File: config.mk
export PLATFORM = sky130hd
export DESIGN_NAME = cfe_fifo
export DESIGN_NICKNAME = d
export VERILOG_FILES = /design/src/hw/rtl/cfe_pkg.sv /design/src/hw/rtl/cfe_fifo.sv
export SDC_FILE = /design/constraint.sdc
export NUM_CORES = 1
export LEC_CHECK = 0
export ABC_AREA = 1
export ABC_CLOCK_PERIOD_IN_PS = 4300
export BUFFER_PORTS_ARGS = -buffer_cell sky130_fd_sc_hd__buf_2
export CORE_MARGIN = 5
export CORE_UTILIZATION = 51
export DETAILED_ROUTE_END_ITERATION = 8
export GPL_TIMING_DRIVEN = 0
export PLACE_DENSITY = 0.77
export SYNTH_ARGS = -nofsm -noshare
export SYNTH_HDL_FRONTEND = slang
export SYNTH_SLANG_ARGS = --single-unit
File: constraint.sdc
create_clock -name clk -period 4.3 [get_ports clk]
set_clock_uncertainty 0.05 [all_clocks]
set_input_delay 0.43 -clock clk [delete_from_list [all_inputs] [get_ports clk]]
set_output_delay 0.43 -clock clk [all_outputs]
set_load 0.005 [all_outputs]
File: src/hw/rtl/cfe_pkg.sv
// shared constants, codes and queue entry type for the cuckoo filter engine
package cfe_pkg;

  localparam logic [31:0] FNV_BASIS = 32'd2166136261;
  localparam logic [31:0] FNV_PRIME = 32'd16777619;
  localparam logic [31:0] MIX_MULT  = 32'h045d9f3b;
  localparam logic [31:0] LFSR_TAPS = 32'h80200003;

  localparam int BUCKET_CNT_W = 11;
  localparam int CFG_DATA_W   = 32;
  localparam logic [BUCKET_CNT_W-1:0] BUCKETS_RESET = 11'd1024;
  localparam logic [CFG_DATA_W-1:0]   SEED_RESET    = 32'd1;

  localparam int DEF_BUCKET_TOTAL  = 1024;
  localparam int DEF_SLOTS         = 4;
  localparam int DEF_MAX_EVICTIONS = 500;

  localparam int Q_DEPTH = 2;

  typedef enum logic [1:0] {
    OP_INSERT   = 2'd0,
    OP_CONTAINS = 2'd1,
    OP_REMOVE   = 2'd2
  } op_t;

  typedef enum logic {
    CFG_BUCKETS = 1'b0,
    CFG_SEED    = 1'b1
  } cfg_idx_t;

  typedef struct packed {
    logic [31:0] hash;
    logic [1:0]  op;
  } q_entry_t;

endpackage

File: src/hw/rtl/cfe_fifo.sv
// short queue of finished keys between intake and table engine
module cfe_fifo (
  input  logic              clk,
  input  logic              rst_n,
  input  logic              push,
  input  cfe_pkg::q_entry_t push_data,
  output logic              full,
  input  logic              pop,
  output cfe_pkg::q_entry_t head,
  output logic              valid
);

  localparam int PW = (cfe_pkg::Q_DEPTH > 1) ? $clog2(cfe_pkg::Q_DEPTH) : 1;
  localparam int CW = $clog2(cfe_pkg::Q_DEPTH + 1);

  cfe_pkg::q_entry_t store_r [cfe_pkg::Q_DEPTH];
  logic [PW-1:0] wr_r, wr_nxt, rd_r, rd_nxt;
  logic [CW-1:0] fill_r, fill_nxt;
  logic          do_push, do_pop;

  assign full    = (fill_r == CW'(cfe_pkg::Q_DEPTH));
  assign valid   = (fill_r != '0);
  assign head    = store_r[rd_r];
  assign do_push = push & ~full;
  assign do_pop  = pop & valid;

  always_comb begin
    wr_nxt   = wr_r;
    rd_nxt   = rd_r;
    fill_nxt = fill_r;
    if (do_push) begin
      wr_nxt = (wr_r == PW'(cfe_pkg::Q_DEPTH - 1)) ? '0 : wr_r + 1'b1;
    end
    if (do_pop) begin
      rd_nxt = (rd_r == PW'(cfe_pkg::Q_DEPTH - 1)) ? '0 : rd_r + 1'b1;
    end
    if (do_push && !do_pop) begin
      fill_nxt = fill_r + 1'b1;
    end else if (do_pop && !do_push) begin
      fill_nxt = fill_r - 1'b1;
    end
  end

  always_ff @(posedge clk) begin
    if (do_push) begin
      store_r[wr_r] <= push_data;
    end
    if (!rst_n) begin
      wr_r   <= '0;
      rd_r   <= '0;
      fill_r <= '0;
    end else begin
      wr_r   <= wr_nxt;
      rd_r   <= rd_nxt;
      fill_r <= fill_nxt;
    end
  end

endmodule

==> results.md <==
- Status: completed
- Most common flop cell mapped by yosys: edfxtp_1
- Sequential fraction of design power: 0.494
- Antenna Violating Nets Remaining: 0
- Post-Syn Instances: 143
- GPL Wtd Cong: approximately 0.71
- First-pass GRT wire length: 7.279 mm
- Max-cap viol count: 0
- # DRC: 0
- Cell with the most instances after synthesis: edfxtp_1
- Post-CTS sizing: 0
- Longest Clk Path Bufs: 2
- Compound-Gate Fraction of Synth Area: 0.01096
- Req. time, crit path: 3.82 ns
- Initial antenna violation count: 0
- Adder-cell share of the synthesized area: 0.004384
- Clk_lat worst skew: 0.34 ns
- Post-synth top area cell: edfxtp_1
- Core area: 5473 um2
- Pin count of the biggest net entering global routing: 20
- Aggregate global routing overflow: 0
- Row count: 27
- Nets: 268
- Slowest CP cell: dfxtp_1
- Cell Area, Synth: roughly 2900 um2
- Worst Setup End Kind: output port
- FILL cells: 440
- Post-CTS Hold Fix Bufs: 0
- Seq/Total Area, Yosys: 0.7505
- CTS Root Cell: clkbuf_8
- ANT cells: 0
- Worst hold start: push_data[13]
- CTS Buf Count: 9
- Slew HR: 0.6322
- Clk sinks: 73
- Internal: 1394 uW
- Mux share of post-synthesis cell area: 0.1736
- Worst-Margin Slew: 0.5504 ns
- Max Freq: approximately 530 MHz
- Iteration-0 DRC count of the detailed router: 55
- H-tree depth: 3
- Largest stage delay, worst path: 0.33 ns
- #FFs+latches synth: 73
- Post-synth top cells: edfxtp_1 (68), mux2_4 (30), nor2_1 (9), inv_1 (8), nand2_1 (7)
- Placed instance area: ~3400 um2
- HP Class: in -> reg
- YS warnings: 0
- CTS clk-pin slew, worst paths: 0.07 ns
- Die ar.: 7192 um2
- Avg Inst Size Synth: 19.96 um2
- Buf/Inv on CP: 3
- Setup_tns: 0 ns
- Final WS setup: 2.402 ns
- Post-route cell area: 3530 um2
- Share of cells above drive strength 1: 0.5494
- Setup Buffers After CTS: 0
- Starting density of the core: 0.5215
- Cell Pwr Density: 534.3 nW/um2
- Horiz. Die Dim: 84.81 um
- Switching share of power: 0.2608
- CP max FO: 10
- P_sw: just under 500 uW
- WP data arrival: 1.42 ns
- CTS tree: yes
- Router iterations before antenna repair: 4
- DR vias/cell: between 4 and 5
- Drt total wl: 4.518 mm
- Final period util: 0.4413
- Peak supply drop: 0.2600 mV
- Setup Slack @ Placement: about 2.6 ns
- Post-synthesis simple-gate area fraction: 0.02499
- RSZ-0062 raised after global routing: no
- Mapped Nets: 182
- Sequential Area: around 2100 um2
- DR vias: 1449
- Synth area leaders: edfxtp_1 (72%), mux2_4 (16%), dfxtp_1 (3.5%), buf_12 (2.1%), mux2_2 (1.6%)
- Worst setup SP type: flop
- Post-DP HPWL: approximately 3.2 mm
- Clk pwr share: 0.222
- Vias in the first global route: 1563
- Share of the synthesized area in the top cell type: 0.7155
- Gate power share: 0.285
- Avg WL per Cell: ~15 um
- Final Hold Viols: 0
- Area of the multi-input gates: ~630 um2
- Reg2Reg Launch Point: fill_r[1]
- Tmin final: 1.898 ns
- Chip height: 84.81 um
- Fin. max-slew vios: 0
- I/O pin count: 74
- P_leak: about 0.0014 uW
- WS Path Type: reg -> out
- Port Buf Inserts: 73
- EDFF count, synth: 68
- Post-layout utilization of the core: 0.6449
- P&R area growth vs syn: 23.67%
- Total global-route track usage: 0.1359
- Largest family of logic cells by synthesized area: multiplexers
- Final setup fails: 0
- Post-synthesis cell type count: 16
- Post-Synth XOR/XNOR Area: 0
- Top delay family on crit path: buffers and inverters
- Post-synth ARST share: 0
- Crit-path cells: buf_6 > buf_12 > mux2_4 > buf_2
worst register-to-register path: stages (launching register included):
cell and delay [ns]:
dfxtp_1 0.35, inv_1 0.10, o21ai_2 0.28, inv_1 0.11, ha_1 0.32, inv_1 0.09
nand3_1 0.08, nand2_1 0.06, inv_1 0.04, nor2_1 0.09
registers in the layout, indices dropped and copies added (netlist names), named ones only:
name / cells
fill_r: 2
rd_r: 1
store_r: 68
wr_r: 1
metrics by stage:
| stage | cells | hold slack [ns] | total power [uW] |
|---|---|---|---|
| 3_3_place_gp | 288 | 0.4293 | 1459 |
| 5_1_grt | 305 | 0.2038 | 1995 |
| 2_1_floorplan | 143 | 0.4169 | 1292 |
| 6_report | 305 | 0.2223 | 1886 |
| 3_5_place_dp | 290 | 0.4398 | 1496 |
| 4_1_cts | 305 | 0.2079 | 1916 |
path summary, 6_finish.rpt:
check | endpoint | slack [ns] | cells past startpoint
hold reg to reg | flop | 0.47 | 2
setup / recovery | head[9] | 2.40 | 4
hold / removal | store_r[0][13] | 0.22 | 1
setup reg to reg | fill_r[1] | 2.67 | 9
placed cells by master (no fill, tap or decap):
cell	count
nand3_1	1
o21ai_0	2
mux2_4	30
o21ai_2	1
nand4_1	1
nor2_1	7
nor2_4	2
clkinv_1	3
mux2_2	4
inv_1	8
buf_6	1
clkinv_2	3
buf_2	73
edfxtp_1	68
dfxtp_1	5
nand2_1	7
a21oi_1	1
buf_16	2
buf_12	3
o21a_1	1
ha_1	1
clkbuf_8	9
power groups by stage:
stage	Combinational [uW]	Clock, uW	Sequential (uW)
4_1_cts	550	433	932
5_1_grt	585	470	940
6_report	537	418	931
3_3_place_gp	511	0	949
3_5_place_dp	548	0	947
2_1_floorplan	349	0	942
cells by family (layout without fill, tap and decap cells):
| kind of cell | Yosys count | in the layout |
|---|---|---|
| DFF | 73 | 73 |
| and+or+nand+nor | 18 | 18 |
| adders and majority gates | 1 | 1 |
| AOI/OAI and AO/OA | 5 | 5 |
| buffers and inverters | 12 | 102 |
| muxes | 34 | 34 |
metal layers:
layer	GRT usage	up-vias	share of wire
met5	0	-	0
met3	0.05005	8	0.077
met2	0.2263	53	0.52
met1	0.1490	680	0.38
met4	0.07770	0	0.018
li1	-	708	-
final cells by class:
cell class,instances,share of cell area
timing repair buffer,75,0.1191
clock inverter,6,0.007444
multi-input combinational,58,0.1772
clock buffer,9,0.03509
inverter,8,0.008508
tap,72,0.02552
buffer,4,0.02021
sequential,73,0.6069
No activity file was read; power rests on OpenSTA's default activity.
