===== src/hw/rtl/cfe_pkg.sv =====
// shared constants, codes and queue entry type for the cuckoo filter engine
package cfe_pkg;

  localparam logic [31:0] FNV_BASIS = 32'd2166136261;
  localparam logic [31:0] FNV_PRIME = 32'd16777619;
  localparam logic [31:0] MIX_MULT  = 32'h045d9f3b;
  localparam logic [31:0] LFSR_TAPS = 32'h80200003;

  localparam int BUCKET_CNT_W = 11;
  localparam int CFG_DATA_W   = 32;
  localparam logic [BUCKET_CNT_W-1:0] BUCKETS_RESET = 11'd1024;
  localparam logic [CFG_DATA_W-1:0]   SEED_RESET    = 32'd1;

  localparam int DEF_BUCKET_TOTAL  = 1024;
  localparam int DEF_SLOTS         = 4;
  localparam int DEF_MAX_EVICTIONS = 500;

  localparam int Q_DEPTH = 2;

  typedef enum logic [1:0] {
    OP_INSERT   = 2'd0,
    OP_CONTAINS = 2'd1,
    OP_REMOVE   = 2'd2
  } op_t;

  typedef enum logic {
    CFG_BUCKETS = 1'b0,
    CFG_SEED    = 1'b1
  } cfg_idx_t;

  typedef struct packed {
    logic [31:0] hash;
    logic [1:0]  op;
  } q_entry_t;

endpackage


===== src/hw/rtl/cfe_front.sv =====
// key byte intake: fnv-1a hashing and hand-off of finished keys
module cfe_front (
  input  logic              clk,
  input  logic              rst_n,
  input  logic              in_push,
  output logic              in_full,
  input  logic [1:0]        in_operation,
  input  logic [7:0]        in_key_byte,
  input  logic              in_last_byte,
  input  logic              hold,
  input  logic              q_full,
  output logic              q_push,
  output cfe_pkg::q_entry_t q_data
);

  logic [31:0] hash_r;
  logic [31:0] hash_nxt;
  logic [31:0] mixed;
  logic        accept;

  assign in_full = q_full | hold;
  assign accept  = in_push & ~in_full;
  assign mixed   = (hash_r ^ {24'd0, in_key_byte}) * cfe_pkg::FNV_PRIME;

  assign q_push       = accept & in_last_byte;
  assign q_data.hash  = mixed;
  assign q_data.op    = in_operation;

  always_comb begin
    hash_nxt = hash_r;
    if (accept) begin
      hash_nxt = in_last_byte ? cfe_pkg::FNV_BASIS : mixed;
    end
  end

  always_ff @(posedge clk) begin
    if (!rst_n) begin
      hash_r <= cfe_pkg::FNV_BASIS;
    end else begin
      hash_r <= hash_nxt;
    end
  end

endmodule


===== config.mk =====
export PLATFORM = sky130hd
export DESIGN_NAME = cfe_front
export DESIGN_NICKNAME = d
export VERILOG_FILES = /design/src/hw/rtl/cfe_pkg.sv /design/src/hw/rtl/cfe_front.sv
export SDC_FILE = /design/constraint.sdc
export NUM_CORES = 1
export LEC_CHECK = 0
export ABC_AREA = 1
export BUFFER_PORTS_ARGS = -buffer_cell sky130_fd_sc_hd__buf_2
export CORE_AREA = 10 10 151 153
export DETAILED_ROUTE_END_ITERATION = 8
export DIE_AREA = 0 0 161 163
export PLACE_DENSITY_LB_ADDON = 0.25
export SYNTH_ARGS = -nofsm -noshare
export SYNTH_HDL_FRONTEND = slang
export SYNTH_SLANG_ARGS = --single-unit

===== constraint.sdc =====
create_clock -name clk -period 9.8 [get_ports clk]
set_input_delay 0.98 -clock clk [delete_from_list [all_inputs] [get_ports clk]]
set_output_delay 0.98 -clock clk [all_outputs]
set_load 0.02 [all_outputs]

==> flow_summary.ini, run 1 <==
[yosys]
syn_inst = 1063
async_flop_share_pct = 0
synth_fp_nets = 1337
syn_area_um2 = 7820
avgSynthCellArea_um2 = 7.35
ys_types = 36
synth_edf_count = 0
synth-main-ff-cell = dfxtp_1
synth_warnings = 0
synth_seq_area_share_pct = 8.20
ys_ff_latch = 32

[cells_and_area]
final_cell_mix = inv_1, nand2_1, ha_1
regMostFlops = hash_r
final_nets = 1383
reg.largest.list = hash_r (32)
final_cells = 1379
final_common_cell = inv_1
fillers = 2147
n_antenna_cell = 0
drive_gt1_share_pct = 7.57
final_core_util_pct = 42.6
multi_input_area_um2 = 6040
largest_reg_flops = 32
seq_area_um2 = 641
area_growth_pct = 8.60

[worst_setup_path]
path_class = input port to output pin
required_ns = 8.82
cp_max_fo = 4
crit_arrival_ns = 6.15
crit_chain = buf_2, xor2_1, inv_1, nor2_1, nor2_1, ha_1, fa_1, ha_1, fa_1, ha_1, inv_1, fa_1, inv_1, ha_1, a21oi_1, inv_1, a21oi_2, nor2_1, o21ai_0, nand4_1, and2_1, buf_2
worstSetupEndpointType = output pin
startpoint_type = input port
worst_path_max_delay_cell = xor2_1
max_stage_delay_ns = 0.60

[floorplan]
row_count = 52
core_um2 = 19900
start_util_pct = 39.3
die_area_um2 = 26200
die_x_um = 161
io_pins = 52
die_y_um = 163

[sta]
skew_ns = 0.00576
final.min_clock_period_ns = 7.13
period_share_pct = 72.8
maxSlewHeadroom_pct = 24.4
drv_slew = 0
setup_viol = 0
rsz0062_at_grt = false
fin_setup_tns_ns = 0
max_clock_freq_ghz = 0.140
hold_viol_final = 0
worst_pin_slew_ns = 1.13

[routing]
drtAntennaViolNets = 0
viasPerCell = 4.67
drc_errors = 0
finalWirelength_um = 21700
dr.first_iter.drc_count = 290
vias = 6445
wire_per_inst_um = 15.7
drtPass1Iterations = 5

[grt]
grt_pass1_vias = 6540
grt_pass1_wl_um = 35000
grt_util_all_layers_pct = 16.9
antenna_found_initial = 0
grt_max_degree = 39
grt-ovfl-total = 0

[clock_tree]
clock_sinks = 32
clk_pin_slew_worst_paths_ns = 0.05
htreeDepth = 2
cts_tree = yes
holdBufCountCts = 0
clk_latency_ns = 0.30
ctsResizeCount = 0
cts_setup_buffers = 0
clock_path_buffers = 2
cts_buffers = 5
cts-root-buf = clkbuf_16

[placement]
place_inst = 1372
port_buffers = 47
gp_congestion = 0.928
dp_hpwl_um = 18900

[hold_path]
hp-class = flop to flop

[outcome]
status = completed

[job]
cap_violations = 0
==> area by class of cell <==
| type | instances | share of cell area, % |
|---|---|---|
| clock buffer | 6 | 1.52 |
| clock inverter | 1 | 0.0590 |
| inverter | 290 | 12.8 |
| multi-input combinational | 731 | 71.1 |
| sequential | 32 | 7.55 |
| tap | 270 | 3.98 |
| timing repair buffer | 49 | 2.95 |
==> cells in the mapped netlist (4+ instances only) <==
cell / instances / area share, %
xor2_1: 17 / 1.9
nor2_2: 5 / 0.40
fa_1: 74 / 19
a21oi_1: 47 / 3.0
xnor2_1: 7 / 0.78
nand4_1: 13 / 1.0
ha_1: 184 / 29
nor2_1: 50 / 2.4
inv_1: 286 / 14
nand2_1: 227 / 11
nand3b_1: 4 / 0.38
dfxtp_1: 32 / 8.2
nand2_2: 11 / 0.88
nand3_1: 44 / 2.8
clkbuf_1: 6 / 0.29
and2_1: 13 / 1.0
o21ai_0: 8 / 0.51
nor3_1: 5 / 0.32
==> through the flow <==
stage               setup slack (ns)  hold WS, ns  area, um^2
floorplan                       3.55        0.457        7820
global placement                2.78        0.466        8350
detailed placement              2.75        0.474        8350
CTS                             2.73        0.482        8490
global route                    2.38        0.507        8490
finish                          2.67        0.478        8490
==> metal layers <==
metal | wire length, um | GRT usage [%] | part of all wire [%]
met1 | 10300 | 21.8 | 47
met2 | 10200 | 29.1 | 47
met3 | 721 | 2.07 | 3.3
met4 | 449 | 4.80 | 2.1
met5 | 0 | 0 | 0
==> worst max-delay path, delay by kind of cell <==
family / cells / cell delay (ns)
AOI/OAI and AO/OA: 3 / 0.66
buffers and inverters: 6 / 0.53
adders and majority gates: 7 / 2.59
xor gates and xnor gates: 1 / 0.60
and+or+nand+nor: 5 / 0.79
==> kinds of logic after synthesis <==
logic type / synth area share (%)
buffers and inverters: 14.6
AOI/OAI and AO/OA: 4.69
and+or+nand+nor: 21.2
xor gates and xnor gates: 2.90
adders and majority gates: 48.4
DFF: 8.20
==> worst paths after layout <==
check	end	from	depth (start not counted)	slack, ns
setup / recovery	q_data[26]	in_key_byte[2]	22	2.67
hold / removal	hash_r[3]$_SDFFE_PN0P_	hash_r[3]$_SDFFE_PN0P_	2	0.48
setup reg to reg	hash_r[29]$_SDFFE_PN0P_	hash_r[2]$_SDFFE_PN1P_	21	4.33
hold reg to reg	hash_r[3]$_SDFFE_PN0P_	hash_r[3]$_SDFFE_PN0P_	2	0.48
Power of run 1 is not shown: default switching activity piles up to over one toggle a cycle in this logic, so the estimate is an artifact.
==> run 2: changes to the inputs <==
--- a/config.mk
+++ b/config.mk
@@ -5,11 +5,11 @@
 export SDC_FILE = /design/constraint.sdc
 export NUM_CORES = 1
 export LEC_CHECK = 0
-export ABC_AREA = 1
+export ABC_AREA = 0
 export BUFFER_PORTS_ARGS = -buffer_cell sky130_fd_sc_hd__buf_2
-export CORE_AREA = 10 10 151 153
+export CORE_AREA = 10 10 144 146
 export DETAILED_ROUTE_END_ITERATION = 8
-export DIE_AREA = 0 0 161 163
+export DIE_AREA = 0 0 154 156
 export PLACE_DENSITY_LB_ADDON = 0.25
 export SYNTH_ARGS = -nofsm -noshare
 export SYNTH_HDL_FRONTEND = slang
==> constraint.sdc (replaced) <==
create_clock -name clk -period 6.8 [get_ports clk]
set_input_delay 0.68 -clock clk [delete_from_list [all_inputs] [get_ports clk]]
set_output_delay 0.68 -clock clk [all_outputs]
set_load 0.02 [all_outputs]
==> run 2 against run 1 <==
  * Via count down 18%
  * Die area down 8.5%
  * First-iteration DRC count down 18%
  * Synthesized cell count down 29%
  * Setup slack worse by 2.5 ns
  * Critical path depth down 2
  * Largest cell class unchanged
==> flow_summary.ini, run 2 <==
[outcome]
status = completed

[hold_path]
hp-class = flop to flop
hp-start = hash_r[1]$_SDFFE_PN0P_
holdPathStages = 2
min_to = hash_r[1]$_SDFFE_PN0P_

[clock_tree]
cts_setup_buffers = 0
cts-root-buf = clkbuf_16
clock_path_buffers = 2
holdBufCountCts = 0
clk_pin_slew_worst_paths_ns = 0.06
clk_latency_ns = 0.30
cts_tree = yes
cts_buffers = 5
clock_sinks = 32
htreeDepth = 2

[placement]
dp_hpwl_um = 15300
port_buffers = 47
gp_congestion = 0.870

[routing]
drtAntennaViolNets = 0
vias = 5254
drtPass1Iterations = 4
wire_per_inst_um = 17.2
drc_errors = 0
viasPerCell = 5.03
finalWirelength_um = 18000
dr.first_iter.drc_count = 237

[sta]
rsz0062_at_grt = false
max_clock_freq_ghz = 0.151
period_share_pct = 97.2
final.min_clock_period_ns = 6.61
setup_viol = 0
fin_setup_tns_ns = 0
skew_ns = 0.00662
maxSlewHeadroom_pct = 19.5
drv_slew = 0
hold_viol_final = 0
worst_pin_slew_ns = 1.20

[worst_setup_path]
reg2reg_slack_ns = 1.09
max_stage_delay_ns = 0.50
crit_arrival_ns = 5.93
startpoint_type = input port
path_class = input port to output pin
critPathTopFamily = adder cells
r2r-end = hash_r[28]$_SDFFE_PN0P_
crit_chain = buf_2, xor2_1, ha_1, ha_1, fa_1, ha_1, fa_1, ha_1, inv_1, fa_1, inv_1, ha_1, a21oi_1, o21ai_0, and2_2, nor4_2, nor2_1, a31oi_1, xnor2_1, buf_2
r2r_cells = 20
cp_common_cell = ha_1
r2r_start = hash_r[5]$_SDFFE_PN0P_
cp_max_fo = 7
worstSetupEndpointType = output pin
required_ns = 6.12
timing.critical_path.buf_inv = 4
worst_path_max_delay_cell = fa_1

[yosys]
synth_top_area_share_pct = 32.6
ys_types = 58
syn_inst = 757
syn_area_um2 = 7050
synth_fp_nets = 1031
synth_area_leaders = ha_1, fa_1, inv_1, dfxtp_1, xor2_1
avgSynthCellArea_um2 = 9.32
async_flop_share_pct = 0
synth_top_cells_by_count = ha_1, inv_1, fa_1, nand2_1, dfxtp_1
synth.largest_area_cell = ha_1
synth-main-ff-cell = dfxtp_1
synth_warnings = 0
synth_edf_count = 0
synth_seq_area_share_pct = 9.08
ys_ff_latch = 32
synth_most_common_cell = ha_1

[cells_and_area]
drive_gt1_share_pct = 11.3
largest_reg_flops = 32
area_growth_pct = 10.8
n_antenna_cell = 0
final_cell_mix = ha_1, inv_1, fa_1
fillers = 1790
final_common_cell = ha_1
final_nets = 1088
reg.largest.list = hash_r (32)
regMostFlops = hash_r

[grt]
grt_pass1_vias = 5587
grt_util_all_layers_pct = 15.3
grt_max_degree = 37
grt_pass1_wl_um = 29500
antenna_found_initial = 0
grt-ovfl-total = 0

[floorplan]
row_count = 49
die_y_um = 156
start_util_pct = 39.5
core_um2 = 17800
io_pins = 52
die_area_um2 = 24000
die_x_um = 154

[job]
cap_violations = 0
## run 2: cell types whose count changed after synthesis, moves of 13 or more
| cell | change |
|---|---|
| nand3_1 | -27 |
| nand2_1 | -194 |
| xnor2_1 | +20 |
| nor2_1 | -27 |
| a21oi_1 | -27 |
| nor2b_1 | +13 |
| inv_1 | -107 |
## run 2: worst register-to-register path: cells and delay by family, from the launching register on
| kind | cells | cell delay [ns] |
|---|---|---|
| and+or+nand+nor | 4 | 0.93 |
| adders and majority gates | 8 | 2.79 |
| DFF | 1 | 0.38 |
| AOI/OAI and AO/OA | 4 | 0.85 |
| xor gates and xnor gates | 2 | 0.56 |
| buffers and inverters | 2 | 0.10 |
## run 2: cells by family after synthesis
family	share of synthesized area [%]
flops	9.08
buf+inv	10.9
fa+ha+maj	53.7
compound gates	11.0
xor+xnor	6.83
simple gates	8.46
## run 2: cell type report
type	instances	area (um^2)	share of cell area (%)
well taps	229	287	3.67
flip-flops and latches	32	641	8.20
repair buffers	63	355	4.55
clock buffers	7	153	1.95
inverters	179	672	8.60
multi-input cells	533	5680	72.7
clock inverters	1	30.0	0.384
## run 2: routing by layer
layer	global-route usage (%)	wire length [um]	vias up
li1	-	-	2592
met1	20.4	8410	2529
met2	25.3	8520	109
met3	2.21	799	24
met4	3.96	267	0
met5	0	0	-
## run 2: worst max path at each step
stage	from	to	slack, ns	cells after the start
3_5_place_dp	in_key_byte[7]	q_data[32]	0.07	20
4_1_cts	in_key_byte[7]	q_data[32]	0.06	20
2_1_floorplan	in_key_byte[0]	q_data[33]	0.43	18
6_report	in_key_byte[5]	q_data[30]	0.19	20
3_3_place_gp	in_key_byte[7]	q_data[32]	0.09	20
5_1_grt	in_key_byte[5]	q_data[30]	0.02	20
## run 2: timing repair
action	in CTS	in global routing
endpoints found under the hold margin	0	0
setup endpoints to repair	0	4
gates resized for setup	0	5
## run 2: metrics by stage
step	utilization [%]	cells	hold WS, ns	area [um^2]	setup WS (ns)
3_3_place_gp	42.6	1036	0.471	7600	0.0905
6_report	43.8	1044	0.478	7820	0.192
5_1_grt	43.8	1044	0.496	7820	0.0240
3_5_place_dp	42.6	1036	0.472	7600	0.0679
2_1_floorplan	-	757	0.453	7050	0.426
4_1_cts	43.6	1044	0.479	7780	0.0553
Power of run 2 is left out for the same reason.
==> run 3: changes to the inputs <==
--- a/config.mk
+++ b/config.mk
@@ -10,7 +10,9 @@
 export CORE_AREA = 10 10 144 146
 export DETAILED_ROUTE_END_ITERATION = 8
 export DIE_AREA = 0 0 154 156
+export MAX_ROUTING_LAYER = met4
 export PLACE_DENSITY_LB_ADDON = 0.25
+export SKIP_CTS_REPAIR_TIMING = 1
 export SYNTH_ARGS = -nofsm -noshare
 export SYNTH_HDL_FRONTEND = slang
 export SYNTH_SLANG_ARGS = --single-unit
==> run 3 against run 2 <==
  * Die area is the same
  * Sequential share of layout area is the same
  * Setup slack gained 0.023 ns
  * Largest cell class unchanged
  * Register-to-register slack gained 0.02 ns
  * Critical path depth is the same
  * Final cell count is the same
  * Flip-flop and latch count is the same
  * Global-route usage grew 0.44 points
  * Utilization is the same
  * Hold slack lost 0.00076 ns
  * Clock skew shrank 0.00066 ns
  * Maximum frequency grew 0.35%
==> flow_summary.ini, run 3 (synthesis results as in run 2) <==
[outcome]
status = completed

[floorplan]
die_area_um2 = 24000
row_count = 49
io_pins = 52
core_um2 = 17800
die_x_um = 154
start_util_pct = 39.5
die_y_um = 156

[job]
cap_violations = 0

[cells_and_area]
multi_input_area_um2 = 5680
stdcell_area_um2 = 7820
final_cell_mix = ha_1, inv_1, fa_1
final_core_util_pct = 43.8
reg.largest.list = hash_r (32)
seq_area_um2 = 641
final_nets = 1088
drive_gt1_share_pct = 11.3
largest_reg_flops = 32
fillers = 1790
final_common_cell = ha_1
n_antenna_cell = 0
regMostFlops = hash_r
area_growth_pct = 10.8

[clock_tree]
cts_buffers = 5
clk_pin_slew_worst_paths_ns = 0.06
htreeDepth = 2
clock_path_buffers = 2
cts_tree = yes
clock_sinks = 32
clk_latency_ns = 0.30
cts-root-buf = clkbuf_16

[worst_setup_path]
path_class = input port to output pin
r2r_start = hash_r[6]$_SDFFE_PN1P_
max_stage_delay_ns = 0.50
startpoint_type = input port
worst_path_max_delay_cell = fa_1
cp_max_fo = 7
required_ns = 6.12
cp_common_cell = ha_1
worstSetupEndpointType = output pin
crit_chain = buf_2, xor2_1, ha_1, ha_1, fa_1, ha_1, fa_1, ha_1, inv_1, fa_1, inv_1, ha_1, a21oi_1, o21ai_0, and2_2, nor4_2, nor2_1, a31oi_1, xnor2_1, buf_2
crit_arrival_ns = 5.90
critical_path.startpoint = in_key_byte[5]

[sta]
rsz0062_at_grt = false
worst_slack_ns = 0.215
fin_setup_tns_ns = 0
skew_ns = 0.00596
hold_viol_final = 0
setup_viol = 0
maxSlewHeadroom_pct = 20.1
worst_pin_slew_ns = 1.19
period_share_pct = 96.8
drv_slew = 0
final.min_clock_period_ns = 6.58
max_clock_freq_ghz = 0.152

[placement]
port_buffers = 47
placed_area_um2 = 7600
gp_congestion = 0.885
pre_cts_slack_ns = 0.0679
dp_hpwl_um = 15300

[routing]
finalWirelength_um = 18000
drtAntennaViolNets = 0
drtPass1Iterations = 4
vias = 5240
drc_errors = 0
dr.first_iter.drc_count = 249
viasPerCell = 5.02
wire_per_inst_um = 17.2

[hold_path]
hp-start = hash_r[1]$_SDFFE_PN0P_
hp-class = flop to flop

[grt]
grt-ovfl-total = 0
grt_max_degree = 37
grt_pass1_wl_um = 29500
antenna_found_initial = 0
grt_pass1_vias = 5591
grt_util_all_layers_pct = 15.7
run 3: cell counts in the layout (fill, tap and decap cells not counted):
Identical to the previous run, type by type.
run 3: path summary, 6_finish.rpt:
path / endpoint / slack (ns) / depth (start not counted)
setup / recovery: q_data[30] / 0.22 / 20
hold / removal: hash_r[1]$_SDFFE_PN0P_ / 0.48 / 2
setup reg to reg: hash_r[28]$_SDFFE_PN0P_ / 1.11 / 20
hold reg to reg: hash_r[1]$_SDFFE_PN0P_ / 0.48 / 2
run 3: through the flow:
stage | instances | hold slack (ns)
floorplan | 757 | 0.453
global placement | 1036 | 0.471
detailed placement | 1036 | 0.472
CTS | 1044 | 0.479
global route | 1044 | 0.496
finish | 1044 | 0.478
run 3: cell type report:
cell class                 instances  share of cell area [%]
sequential                        32                    8.20
tap                              229                    3.67
clock inverter                     1                   0.384
multi-input combinational        533                    72.7
timing repair buffer              63                    4.55
inverter                         179                    8.60
clock buffer                       7                    1.95
run 3: routing by layer:
metal  up-vias  wire, um  track usage [%]
li1       2597         -                -
met1      2519      8460             20.6
met2       102      8500             25.3
met3        22       746             1.82
met4         0       286             3.96
met5         -         0                -
run 3: worst max-delay path, delay by kind of cell:
| kind | cells | cell delay [ns] |
|---|---|---|
| AOI/OAI and AO/OA | 3 | 0.59 |
| xor gates and xnor gates | 2 | 0.60 |
| adders and majority gates | 8 | 2.79 |
| buffers and inverters | 4 | 0.43 |
| and+or+nand+nor | 3 | 0.82 |
Power of run 3 is left out for the same reason.
